## config.mk

```make
export PLATFORM = sky130hd
export DESIGN_NAME = order_preserving_key_encoder_core
export DESIGN_NICKNAME = d
export VERILOG_FILES = /design/src/sv/opke_pkg.sv /design/src/sv/order_preserving_key_encoder_core.sv /design/src/sv/opke_encode.sv /design/src/sv/opke_serializer.sv
export SDC_FILE = /design/constraint.sdc
export NUM_CORES = 1
export LEC_CHECK = 0
export ABC_AREA = 1
export BUFFER_PORTS_ARGS = -buffer_cell sky130_fd_sc_hd__buf_2
export CORE_MARGIN = 5
export CORE_UTILIZATION = 25
export CTS_BUF_LIST = sky130_fd_sc_hd__clkbuf_4 sky130_fd_sc_hd__clkbuf_8
export CTS_CLUSTER_SIZE = 8
export DETAILED_ROUTE_END_ITERATION = 12
export SKIP_LAST_GASP = 1
export SLEW_MARGIN = 5
export SYNTH_ARGS = -nofsm -noshare
export SYNTH_HDL_FRONTEND = slang
export SYNTH_HIERARCHICAL = 1
export SYNTH_SLANG_ARGS = --single-unit
export TNS_END_PERCENT = 10
```

## constraint.sdc

```tcl
create_clock -name aclk -period 3.65 [get_ports aclk]
set_input_delay 0.1825 -clock aclk [delete_from_list [all_inputs] [get_ports aclk]]
set_output_delay 0.1825 -clock aclk [all_outputs]
set_load 0.01 [all_outputs]
```

## src/sv/opke_pkg.sv

```systemverilog
// Package for the order-preserving key encoder.
// Holds column kind codes, status codes and the encoded-item record.
// No dependencies.
package opke_pkg;

    localparam logic [2:0] KIND_BOOL    = 3'd0;
    localparam logic [2:0] KIND_INT32   = 3'd1;
    localparam logic [2:0] KIND_INT64   = 3'd2;
    localparam logic [2:0] KIND_UINT64  = 3'd3;
    localparam logic [2:0] KIND_FLOAT32 = 3'd4;
    localparam logic [2:0] KIND_FLOAT64 = 3'd5;
    localparam logic [2:0] KIND_VARLEN  = 3'd6;
    localparam logic [2:0] KIND_PAYLOAD = 3'd7;

    localparam logic [1:0] STATUS_OK          = 2'd0;
    localparam logic [1:0] STATUS_NULL        = 2'd1;
    localparam logic [1:0] STATUS_UNSUPPORTED = 2'd2;
    localparam logic [1:0] STATUS_STRAY_BYTE  = 2'd3;

    localparam logic [31:0] SIGN32 = 32'h8000_0000;
    localparam logic [63:0] SIGN64 = 64'h8000_0000_0000_0000;

    // One encoded column, left-aligned so the first byte sits in bits 63:56.
    typedef struct packed {
        logic [63:0] word;
        logic [2:0]  last_idx;   // number of bytes minus one
        logic        eok;
        logic [1:0]  status;
    } enc_item_t;

endpackage

```

## src/sv/order_preserving_key_encoder_core.sv

```systemverilog
// Order-preserving key encoder, top level: one key column per request in, its
// byte-comparable encoding out, most significant byte first, one byte per result.
// A request is registered into an encode register, and the serializer then shows it
// as many result bytes as the column has: one for bool, payload bytes and errors,
// four for int32, float32 and varlen headers, eight for the 64-bit kinds. The encode
// register accepts a new request while the serializer still shows the previous one,
// so the sustained rate is one result byte per cycle while m_ready stays high, set by
// the byte-wide output serializer. Depends on opke_pkg, opke_encode and opke_serializer.
module order_preserving_key_encoder_core import opke_pkg::*; (
    input  logic        aclk,
    input  logic        aresetn,
    input  logic        s_valid,
    output logic        s_ready,
    input  logic [2:0]  s_column_kind,
    input  logic [63:0] s_field_value,
    input  logic        s_is_null,
    input  logic        s_last_column,
    output logic        m_valid,
    input  logic        m_ready,
    output logic [7:0]  m_key_byte,
    output logic        m_last_of_item,
    output logic        m_end_of_key,
    output logic [1:0]  m_status
);

    logic      enc_valid;
    enc_item_t enc_item;
    logic      enc_take;

    opke_encode u_encode (
        .aclk          (aclk),
        .aresetn       (aresetn),
        .s_valid       (s_valid),
        .s_ready       (s_ready),
        .s_column_kind (s_column_kind),
        .s_field_value (s_field_value),
        .s_is_null     (s_is_null),
        .s_last_column (s_last_column),
        .enc_valid     (enc_valid),
        .enc_item      (enc_item),
        .enc_take      (enc_take)
    );

    opke_serializer u_serializer (
        .aclk           (aclk),
        .aresetn        (aresetn),
        .enc_valid      (enc_valid),
        .enc_item       (enc_item),
        .enc_take       (enc_take),
        .m_valid        (m_valid),
        .m_ready        (m_ready),
        .m_key_byte     (m_key_byte),
        .m_last_of_item (m_last_of_item),
        .m_end_of_key   (m_end_of_key),
        .m_status       (m_status)
    );

    // An error result is always a single zero byte.
    a_error_single: assert property (@(posedge aclk) disable iff (!aresetn)
        (m_valid && m_status != STATUS_OK) |-> (m_last_of_item && m_key_byte == 8'd0))
        else $error("error result is not a single zero byte");

    a_eok_last: assert property (@(posedge aclk) disable iff (!aresetn)
        (m_valid && m_end_of_key) |-> m_last_of_item)
        else $error("end of key flagged before the last byte of an item");

    // A waiting encoded item is held until the serializer takes it.
    a_enc_hold: assert property (@(posedge aclk) disable iff (!aresetn)
        (enc_valid && !enc_take) |=> (enc_valid && $stable(enc_item)))
        else $error("encoded item lost or input accepted over it");

    // The serializer only loads when its current word is done.
    a_no_overrun: assert property (@(posedge aclk) disable iff (!aresetn)
        (enc_take && m_valid) |-> (m_ready && m_last_of_item))
        else $error("serializer reloaded before finishing a word");

endmodule

```

## src/sv/opke_encode.sv

```systemverilog
// Input stage of the key encoder: encodes one request into a left-aligned word.
// Tracks the pending varlen payload count. Depends on opke_pkg.
module opke_encode import opke_pkg::*; (
    input  logic        aclk,
    input  logic        aresetn,
    input  logic        s_valid,
    output logic        s_ready,
    input  logic [2:0]  s_column_kind,
    input  logic [63:0] s_field_value,
    input  logic        s_is_null,
    input  logic        s_last_column,
    output logic        enc_valid,
    output enc_item_t   enc_item,
    input  logic        enc_take
);

    logic        enc_valid_reg;
    enc_item_t   enc_reg;
    enc_item_t   item_next;
    logic [31:0] rem_reg;
    logic [31:0] rem_next;
    logic [31:0] w32;
    logic        accept;

    assign s_ready   = !enc_valid_reg || enc_take;
    assign accept    = s_valid && s_ready;
    assign enc_valid = enc_valid_reg;
    assign enc_item  = enc_reg;
    assign w32       = s_field_value[31:0];

    always_comb begin
        item_next          = '0;
        item_next.eok      = s_last_column;
        item_next.status   = STATUS_OK;
        item_next.last_idx = 3'd0;
        rem_next           = 32'd0;
        if (s_column_kind == KIND_PAYLOAD) begin
            if (rem_reg == 32'd0) begin
                item_next.status = STATUS_STRAY_BYTE;
            end else begin
                rem_next       = rem_reg - 32'd1;
                item_next.word = {s_field_value[7:0], 56'd0};
            end
        end else if (s_is_null) begin
            item_next.status = STATUS_NULL;
        end else begin
            case (s_column_kind)
                KIND_BOOL: begin
                    item_next.word = {7'd0, (s_field_value != 64'd0), 56'd0};
                end
                KIND_INT32: begin
                    item_next.word     = {w32 ^ SIGN32, 32'd0};
                    item_next.last_idx = 3'd3;
                end
                KIND_INT64: begin
                    item_next.word     = s_field_value ^ SIGN64;
                    item_next.last_idx = 3'd7;
                end
                KIND_UINT64: begin
                    item_next.word     = s_field_value;
                    item_next.last_idx = 3'd7;
                end
                KIND_FLOAT32: begin
                    // Negative floats invert fully; positive ones just gain the sign bit.
                    item_next.word     = {(w32[31] ? ~w32 : (w32 | SIGN32)), 32'd0};
                    item_next.last_idx = 3'd3;
                end
                KIND_FLOAT64: begin
                    item_next.word     = s_field_value[63] ? ~s_field_value
                                                           : (s_field_value | SIGN64);
                    item_next.last_idx = 3'd7;
                end
                KIND_VARLEN: begin
                    if (s_field_value[63:32] != 32'd0) begin
                        item_next.status = STATUS_UNSUPPORTED;
                    end else begin
                        item_next.word     = {w32, 32'd0};
                        item_next.last_idx = 3'd3;
                        rem_next           = w32;
                    end
                end
                default: begin
                    item_next.status = STATUS_UNSUPPORTED;
                end
            endcase
        end
    end

    always_ff @(posedge aclk) begin
        if (!aresetn) begin
            enc_valid_reg <= 1'b0;
            rem_reg       <= 32'd0;
        end else begin
            if (accept) begin
                enc_valid_reg <= 1'b1;
                rem_reg       <= rem_next;
            end else if (enc_take) begin
                enc_valid_reg <= 1'b0;
            end
        end
    end

    always_ff @(posedge aclk) begin
        if (accept) begin
            enc_reg <= item_next;
        end
    end

endmodule

```

## src/sv/opke_serializer.sv

```systemverilog
// Output stage of the key encoder: shifts an encoded word out one byte per result.
// Depends on opke_pkg.
module opke_serializer import opke_pkg::*; (
    input  logic        aclk,
    input  logic        aresetn,
    input  logic        enc_valid,
    input  enc_item_t   enc_item,
    output logic        enc_take,
    output logic        m_valid,
    input  logic        m_ready,
    output logic [7:0]  m_key_byte,
    output logic        m_last_of_item,
    output logic        m_end_of_key,
    output logic [1:0]  m_status
);

    logic        m_valid_reg;
    logic [63:0] word_reg;
    logic [2:0]  cnt_reg;
    logic        eok_reg;
    logic [1:0]  status_reg;
    logic        last_beat;
    logic        room;

    assign last_beat = (cnt_reg == 3'd0);
    // Free now, or the final byte of the current word leaves this cycle.
    assign room      = !m_valid_reg || (m_ready && last_beat);
    assign enc_take  = enc_valid && room;

    assign m_valid        = m_valid_reg;
    assign m_key_byte     = word_reg[63:56];
    assign m_last_of_item = last_beat;
    assign m_end_of_key   = last_beat && eok_reg;
    assign m_status       = status_reg;

    always_ff @(posedge aclk) begin
        if (!aresetn) begin
            m_valid_reg <= 1'b0;
            cnt_reg     <= 3'd0;
        end else begin
            if (enc_take) begin
                m_valid_reg <= 1'b1;
                cnt_reg     <= enc_item.last_idx;
            end else if (m_valid_reg && m_ready) begin
                if (last_beat) begin
                    m_valid_reg <= 1'b0;
                end else begin
                    cnt_reg <= cnt_reg - 3'd1;
                end
            end
        end
    end

    always_ff @(posedge aclk) begin
        if (enc_take) begin
            word_reg   <= enc_item.word;
            eok_reg    <= enc_item.eok;
            status_reg <= enc_item.status;
        end else if (m_valid_reg && m_ready && !last_beat) begin
            word_reg <= {word_reg[55:0], 8'd0};
        end
    end

endmodule

```

==> results of run 1 <==
-- final timing paths --
check / to / cells after the start / startpoint / slack, ns
max: u_encode/rem_reg[7] / 13 / u_serializer/cnt_reg[0] / 0.66
min: u_encode/enc_item[35] / 2 / s_field_value[29] / 0.06
max reg2reg: u_encode/rem_reg[7] / 13 / u_serializer/cnt_reg[0] / 0.66
min reg2reg: u_serializer/eok_reg / 0 / u_encode/enc_item[2] / 0.44
-- placed cells by master, fill, tap and decap left out, drive strengths merged, types with 17 or more instances in the layout --
cell type	count
edfxtp	136
o21ai	102
inv	123
nand2	424
nand4	37
a21oi	79
nand3	70
clkbuf	17
dfxtp	37
buf	98
nor2	194
-- power by group through the flow --
stage	combinational (mW)	sequential, mW	clock [mW]
global route	1.11	2.46	1.46
CTS	0.998	2.44	1.38
floorplan	0.675	2.46	0
detailed placement	0.994	2.49	0
global placement	0.981	2.48	0
finish	1.00	2.44	1.35
-- cells by family (layout without fill, tap and decap cells) --
| logic type | Yosys count | count (layout) |
|---|---|---|
| AOI/OAI and AO/OA | 207 | 207 |
| xor gates and xnor gates | 6 | 6 |
| adders and majority gates | 5 | 5 |
| buffers and inverters | 189 | 248 |
| DFF | 173 | 173 |
| and+or+nand+nor | 731 | 731 |
-- worst register-to-register path: stages, from the launching register on --
cell and delay [ns]:
dfxtp_1 0.34, inv_1 0.09, ha_1 0.19, nand3_2 0.12, a21oi_4 0.14, inv_1 0.05, nand2_1 0.15, nand2_1 0.48
inv_4 0.74, buf_12 0.36, nor2_1 0.08, nor2_1 0.09, nand2_1 0.07, inv_1 0.04
-- layer usage --
layer  share of wire (%)  wire length, um
met1                  42            13600
met2                  49            15900
met3                 6.4             2100
met4                 2.9              952
met5               0.040               13
-- timing repair --
item,CTS,global route
hold buffers,1,0
endpoints found under the hold margin,1,0
endpoints found under the setup margin,0,0
-- area by class of cell --
| cell class | instances | area, um^2 |
|---|---|---|
| clock buffers | 17 | 234 |
| flip-flops and latches | 173 | 4820 |
| well taps | 518 | 648 |
| clock inverters | 14 | 151 |
| inverters | 118 | 445 |
| repair buffers | 99 | 556 |
| multi-input cells | 949 | 4250 |
| fillers | 4209 | 27800 |
-- per-stage QoR --
| stage | util (%) | total power [mW] |
|---|---|---|
| detailed placement | 27.5 | 3.48 |
| finish | 28.6 | 4.80 |
| global placement | 27.5 | 3.46 |
| global route | 28.6 | 5.04 |
| CTS | 28.6 | 4.82 |
| floorplan | - | 3.14 |
==> reports/metrics.yaml, run 1 <==
power:
  p_leak_nw: 4.67
  switching_power_mw: 1.64
  power_density_nw_per_um2: 432
  p_comb_share_pct: 20.9
  peakVddDrop_uv: 183
  pwr-share-seq_pct: 50.9
  p_clk_share_pct: 28.2
  netSwitchingFraction_pct: 34.1
  p_int_mw: 3.16
worst_setup_path:
  path_buf_inv: 5
  required_ns: 4.07
  crit_path_end_kind: "register"
  cp_cell_sequence: "inv_1, ha_1, nand3_2, a21oi_4, inv_1, nand2_1, nand2_1, inv_4, buf_12, nor2_1, nor2_1, nand2_1, inv_1"
  cp-start-kind: "register"
  worstSetupPathType: "register to register"
  cp_max_fo: 58
  crit_path_max_incr_delay_ns: 0.73
  critical_path.top_delay_family: "buffers and inverters"
  crit_path_top_delay_cell: "inv_4"
  arrival_ns: 3.41
synthesis:
  synth_top_family_by_area: "simple AND/OR/NAND/NOR gates"
  ys_async_sr_fraction_pct: 0
  synthAdderAreaFrac_pct: 0.632
  ys_top_cells_by_count: "nand2_1, nor2_1, edfxtp_1"
  synth.net_count: 1389
  syn_area_um2: 9900
  synth_edf_count: 136
  synth_warnings: 6
  synthMuxAreaShare_pct: 0
  syn_avg_cell_area_um2: 7.55
  ys.flop_type: "edfxtp_1"
  synthTopCellsByArea: "edfxtp_1, nand2_1, dfxtp_1"
  yosysMostFrequentCell: "nand2_1"
  ys_ff_latch: 173
  synth_top_area_share_pct: 41.3
  synth_xor_area_share_pct: 0.531
  yosysSeqAreaShare_pct: 48.8
  yosysTopAreaCell: "edfxtp_1"
  synth_compound_area_share_pct: 11.0
  netlist-cell-type-count: 38
  synth-simple-area-share_pct: 30.6
  synthCells: 1311
route:
  num_vias: 9052
  wl_um: 32600
  avgRoutedWirePerCell_um: 17.3
  drtAntennaViolNets: 0
  drc: 0
  drtPass1Iterations: 5
  route.detailed.vias_per_inst: 4.79
  drt-initial-drc-count: 882
sta:
  whs_ns: 0.0634
  slew_headroom_pct: 34.9
  fmax_mhz: 335
  rsz0062_at_grt: "false"
  tns_ns: 0
  hold_viol_final: 0
  worst_slack_ns: 0.663
  period_needed_ns: 2.99
  finClkSkew_ns: 0.0182
  slew_viol_final: 0
  worst_slew_pin_slew_ns: 0.976
  setup_viol: 0
  fin_crit_sh_pct: 81.8
grt:
  met1_usage_pct: 18.0
  grt_use_total_pct: 14.3
  met2_usage_pct: 24.4
  grt_first_pass_wirelength_um: 48600
  grt_pass1_vias: 8196
  grt_max_degree: 62
  antenna_found_initial: 1
  grt.met3_usage_pct: 3.09
  overflow: 0
  grt_busiest_layer: "met2"
final_layout:
  antenna_cells: 0
  fin_area_um2: 11100
  final_nets: 1436
  drive_gt1_share_pct: 11.9
  largest_reg_flops: 69
  areaGrowthSynthToFinish_pct: 12.3
  stdcell_count: 1888
clock_tree:
  cts.sinks: 173
  clkLatencyLatePin_ns: 0.49
  clk_path_buf_depth: 2
  post-cts-setup-buffers: 0
  cts-root-buf: "clkbuf_8"
  htreeDepth: 4
  cts_resized: 0
  cts_made_buffers: 17
  cts_tree: "done"
  cts.clk_slew.worst_paths_ns: 0.10
placement:
  dpl.hpwl_um: 22800
  gp_congestion: 0.900
  dp_cells: 1856
  pre_cts_slack_ns: 0.731
  placed_cell_area_um2: 10700
  portBuffers: 86
die:
  start_util_pct: 25.4
  dieArea_um2: 43700
  die_h_um: 209
  dieWidth_um: 209
  core-area_um2: 38900
  row_count: 72
  io_pins: 87
job:
  drv_cap: 0
worst_hold_path:
  min_path_type: "primary input to register"
outcome:
  status: "completed"
Power figures use the tool's default switching activity.
==> run 2: changes to the inputs <==
Settings changed: ABC_AREA 1 to 0.
Clock period 3.65 ns to 3.15 ns, I/O delays scaled along.
==> run 2 against run 1 <==
Net effect: die area fell by 8.7%; critical path type unchanged; largest cell class unchanged; routed wire length fell by 19%; critical endpoint is now u_encode/rem_reg[18]; synthesized cell count fell by 41%.
==> reports/metrics.yaml, run 2 <==
outcome:
  status: "completed"
sta:
  hold_viol_final: 0  # unchanged
  rsz0062_at_grt: "false"
  setup_viol: 0  # unchanged
  slew_viol_final: 0  # unchanged
  fmax_mhz: 382  # +14%
  worst_slew_pin_slew_ns: 0.737  # -0.239 ns
  period_needed_ns: 2.62  # -0.368 ns
  fin_crit_sh_pct: 83.1  # +1.3 points
  finClkSkew_ns: 0.0163  # -0.00183 ns
  slew_headroom_pct: 50.8  # +16 points
route:
  avgRoutedWirePerCell_um: 20.2  # +17%
  num_vias: 6765  # -25%
  wl_um: 26300  # -19%
  route.detailed.vias_per_inst: 5.19  # +8.2%
  drt-initial-drc-count: 863  # -2.2%
  drtPass1Iterations: 5  # unchanged
  drc: 0  # unchanged
  drtAntennaViolNets: 0  # unchanged
synthesis:
  syn_area_um2: 8990  # -9.2%
  synth_top_area_share_pct: 45.4  # +4.2 points
  netlist-cell-type-count: 68  # +79%
  synth_warnings: 6  # unchanged
  synthCells: 770  # -41%
  syn_avg_cell_area_um2: 11.7  # +55%
  ys_ff_latch: 173  # unchanged
  ys_top_cells_by_count: "edfxtp_1, nor2_1, a221oi_1"
  yosysSeqAreaShare_pct: 53.7  # +4.9 points
  synth.net_count: 848  # -39%
  yosysTopAreaCell: "edfxtp_1"
  yosysMostFrequentCell: "edfxtp_1"
  ys_async_sr_fraction_pct: 0  # unchanged
  synthTopCellsByArea: "edfxtp_1, dfxtp_1, a221oi_1"
  ys.flop_type: "edfxtp_1"
  synth_edf_count: 136  # unchanged
placement:
  dp_cells: 1268  # -32%
  gp_congestion: 0.834  # -7.3%
  dpl.hpwl_um: 18100  # -21%
  portBuffers: 86  # unchanged
final_layout:
  areaGrowthSynthToFinish_pct: 13.4
  final_cell_mix: "edfxtp_1, nor2_1, buf_2, a221oi_1, dfxtp_1"
  final_nets: 906  # -37%
  largest_reg_flops: 69  # unchanged
  drive_gt1_share_pct: 25.3  # +13 points
  utilization_pct: 28.7  # +0.10 points
  fillCellCount: 3685  # -12%
  stdcell_count: 1304  # -31%
  layout.cells.most_common: "edfxtp_1"
die:
  dieArea_um2: 39800  # -8.7%
  dieWidth_um: 200  # -4.5%
  core-area_um2: 35600  # -8.6%
  start_util_pct: 25.3  # -0.16 points
  row_count: 69  # -4.2%
  die_h_um: 200  # -4.5%
  io_pins: 87  # unchanged
worst_setup_path:
  crit_path_top_delay_cell: "or4b_1"
  worstReg2RegStart: "u_encode/rem_reg[0]"
  worstSetupPathType: "register to register"
  crit_path_end_kind: "register"
  worst-r2r-setup-slack_ns: 0.53  # -0.13 ns
  cp-start-kind: "register"
  cp_max_fo: 28  # -52%
  arrival_ns: 2.96  # -0.45 ns
  crit_path_max_incr_delay_ns: 0.63  # -0.10 ns
  required_ns: 3.50  # -0.57 ns
  rr_endpoint: "u_encode/rem_reg[18]"
  cp_cell_sequence: "inv_1, ha_1, or4b_1, nor4_4, a31oi_4, buf_4, a221oi_1, nor2_1"
  reg2regPathDepth: 8  # -5
power:
  p_clk_share_pct: 29.1  # +0.9 points
  pwr-share-seq_pct: 52.3  # +1.4 points
  peakVddDrop_uv: 235  # +28%
  netSwitchingFraction_pct: 29.5  # -4.6 points
  p_int_mw: 3.79  # +20%
  power_density_nw_per_um2: 528  # +22%
  switching_power_mw: 1.59  # -3.1%
  p_leak_nw: 3.57  # -24%
  p_comb_share_pct: 18.6  # -2.3 points
worst_hold_path:
  hold_path_depth: 3  # +1
  min_path_type: "primary input to register"
  worstHoldEndpoint: "u_encode/rem_reg[24]"
  min_from: "s_field_value[24]"
grt:
  overflow: 0  # unchanged
  grt_max_degree: 69  # +11%
  grt_pass1_vias: 6341  # -23%
  antenna_found_initial: 7  # +6
  grt_use_total_pct: 12.9  # -1.4 points
  grt_first_pass_wirelength_um: 39000  # -20%
clock_tree:
  cts_resized: 0  # unchanged
  cts.sinks: 173  # unchanged
  cts_tree: "done"
  clkLatencyLatePin_ns: 0.46  # -0.03 ns
  cts_made_buffers: 17  # unchanged
  cts.clk_slew.worst_paths_ns: 0.10  # about the same
  clk_path_buf_depth: 2  # unchanged
  htreeDepth: 4  # unchanged
  cts-root-buf: "clkbuf_8"
job:
  drv_cap: 0  # unchanged
run 2: kinds of logic after synthesis:
| group | share of synthesized area, % |
|---|---|
| buffers and inverters | 5.25 |
| AND/OR/NAND/NOR | 13.0 |
| flip-flops | 53.7 |
| multiplexers | 8.84 |
| XOR/XNOR | 2.05 |
| AO/OA/AOI/OAI | 16.5 |
| adder cells (fa/ha/maj) | 0.696 |
run 2: how the worst max path moves through the flow:
| stage | startpoint | end | slack, ns |
|---|---|---|---|
| finish | u_encode/rem_reg[0] | u_encode/rem_reg[18] | 0.53 |
| detailed placement | u_encode/rem_reg[0] | u_encode/rem_reg[10] | 0.58 |
| floorplan | u_serializer/cnt_reg[0] | u_encode/enc_item[0] | -0.98 |
| global route | u_encode/rem_reg[0] | u_encode/rem_reg[18] | 0.33 |
| global placement | s_field_value[63] | u_encode/enc_item[62] | 0.61 |
| CTS | u_encode/rem_reg[0] | u_encode/rem_reg[9] | 0.53 |
run 2: layer usage:
layer	up-vias	track usage, %	wire length, um
met2	311	19.9	11900
li1	3118	-	-
met4	10	3.09	413
met5	-	0	89
met3	38	3.96	2750
met1	3288	17.6	11100
run 2: area by class of cell:
class / instances / area (um^2) / area share (%)
multi-input cells: 515 / 3720 / 36.5
clock inverters: 15 / 155 / 1.52
clock buffers: 17 / 234 / 2.30
inverters: 17 / 65.1 / 0.638
diodes: 2 / 5.00 / 0.0491
well taps: 461 / 577 / 5.66
flip-flops and latches: 173 / 4820 / 47.3
repair buffers: 104 / 608 / 5.97
run 2: worst max-delay path: cells and delay by family (launching register included):
family	cells	cell delay, ns
fa+ha+maj	1	0.20
buf+inv	2	0.39
simple gates	3	1.03
flops	1	0.34
compound gates	2	0.54
run 2: power groups by stage:
| stage | Combinational (mW) | Sequential [mW] | Clock, mW |
|---|---|---|---|
| after floorplan | 0.720 | 2.85 | 0 |
| after global placement | 0.980 | 2.86 | 0 |
| after detailed placement | 0.992 | 2.87 | 0 |
| after CTS | 1.00 | 2.81 | 1.61 |
| after global routing | 1.08 | 2.83 | 1.71 |
| final | 0.999 | 2.81 | 1.57 |
run 2: stage by stage:
stage / cell area [um^2] / total power [mW] / setup TNS (ns) / setup slack [ns] / hold WS (ns)
3_3_place_gp: 9780 / 3.84 / 0 / 0.605 / 0.338
6_report: 10200 / 5.38 / 0 / 0.531 / 0.0572
4_1_cts: 10200 / 5.43 / 0 / 0.529 / 0.0224
3_5_place_dp: 9780 / 3.86 / 0 / 0.581 / 0.337
2_1_floorplan: 8990 / 3.57 / -76.19 / -0.982 / 0.256
5_1_grt: 10200 / 5.63 / 0 / 0.332 / 0.0425
run 2: timing repair:
action / 4_1_cts / 5_1_grt
buffers inserted: 0 / 0
hold buffers: 2 / 0
hold endpoints to repair: 2 / 0
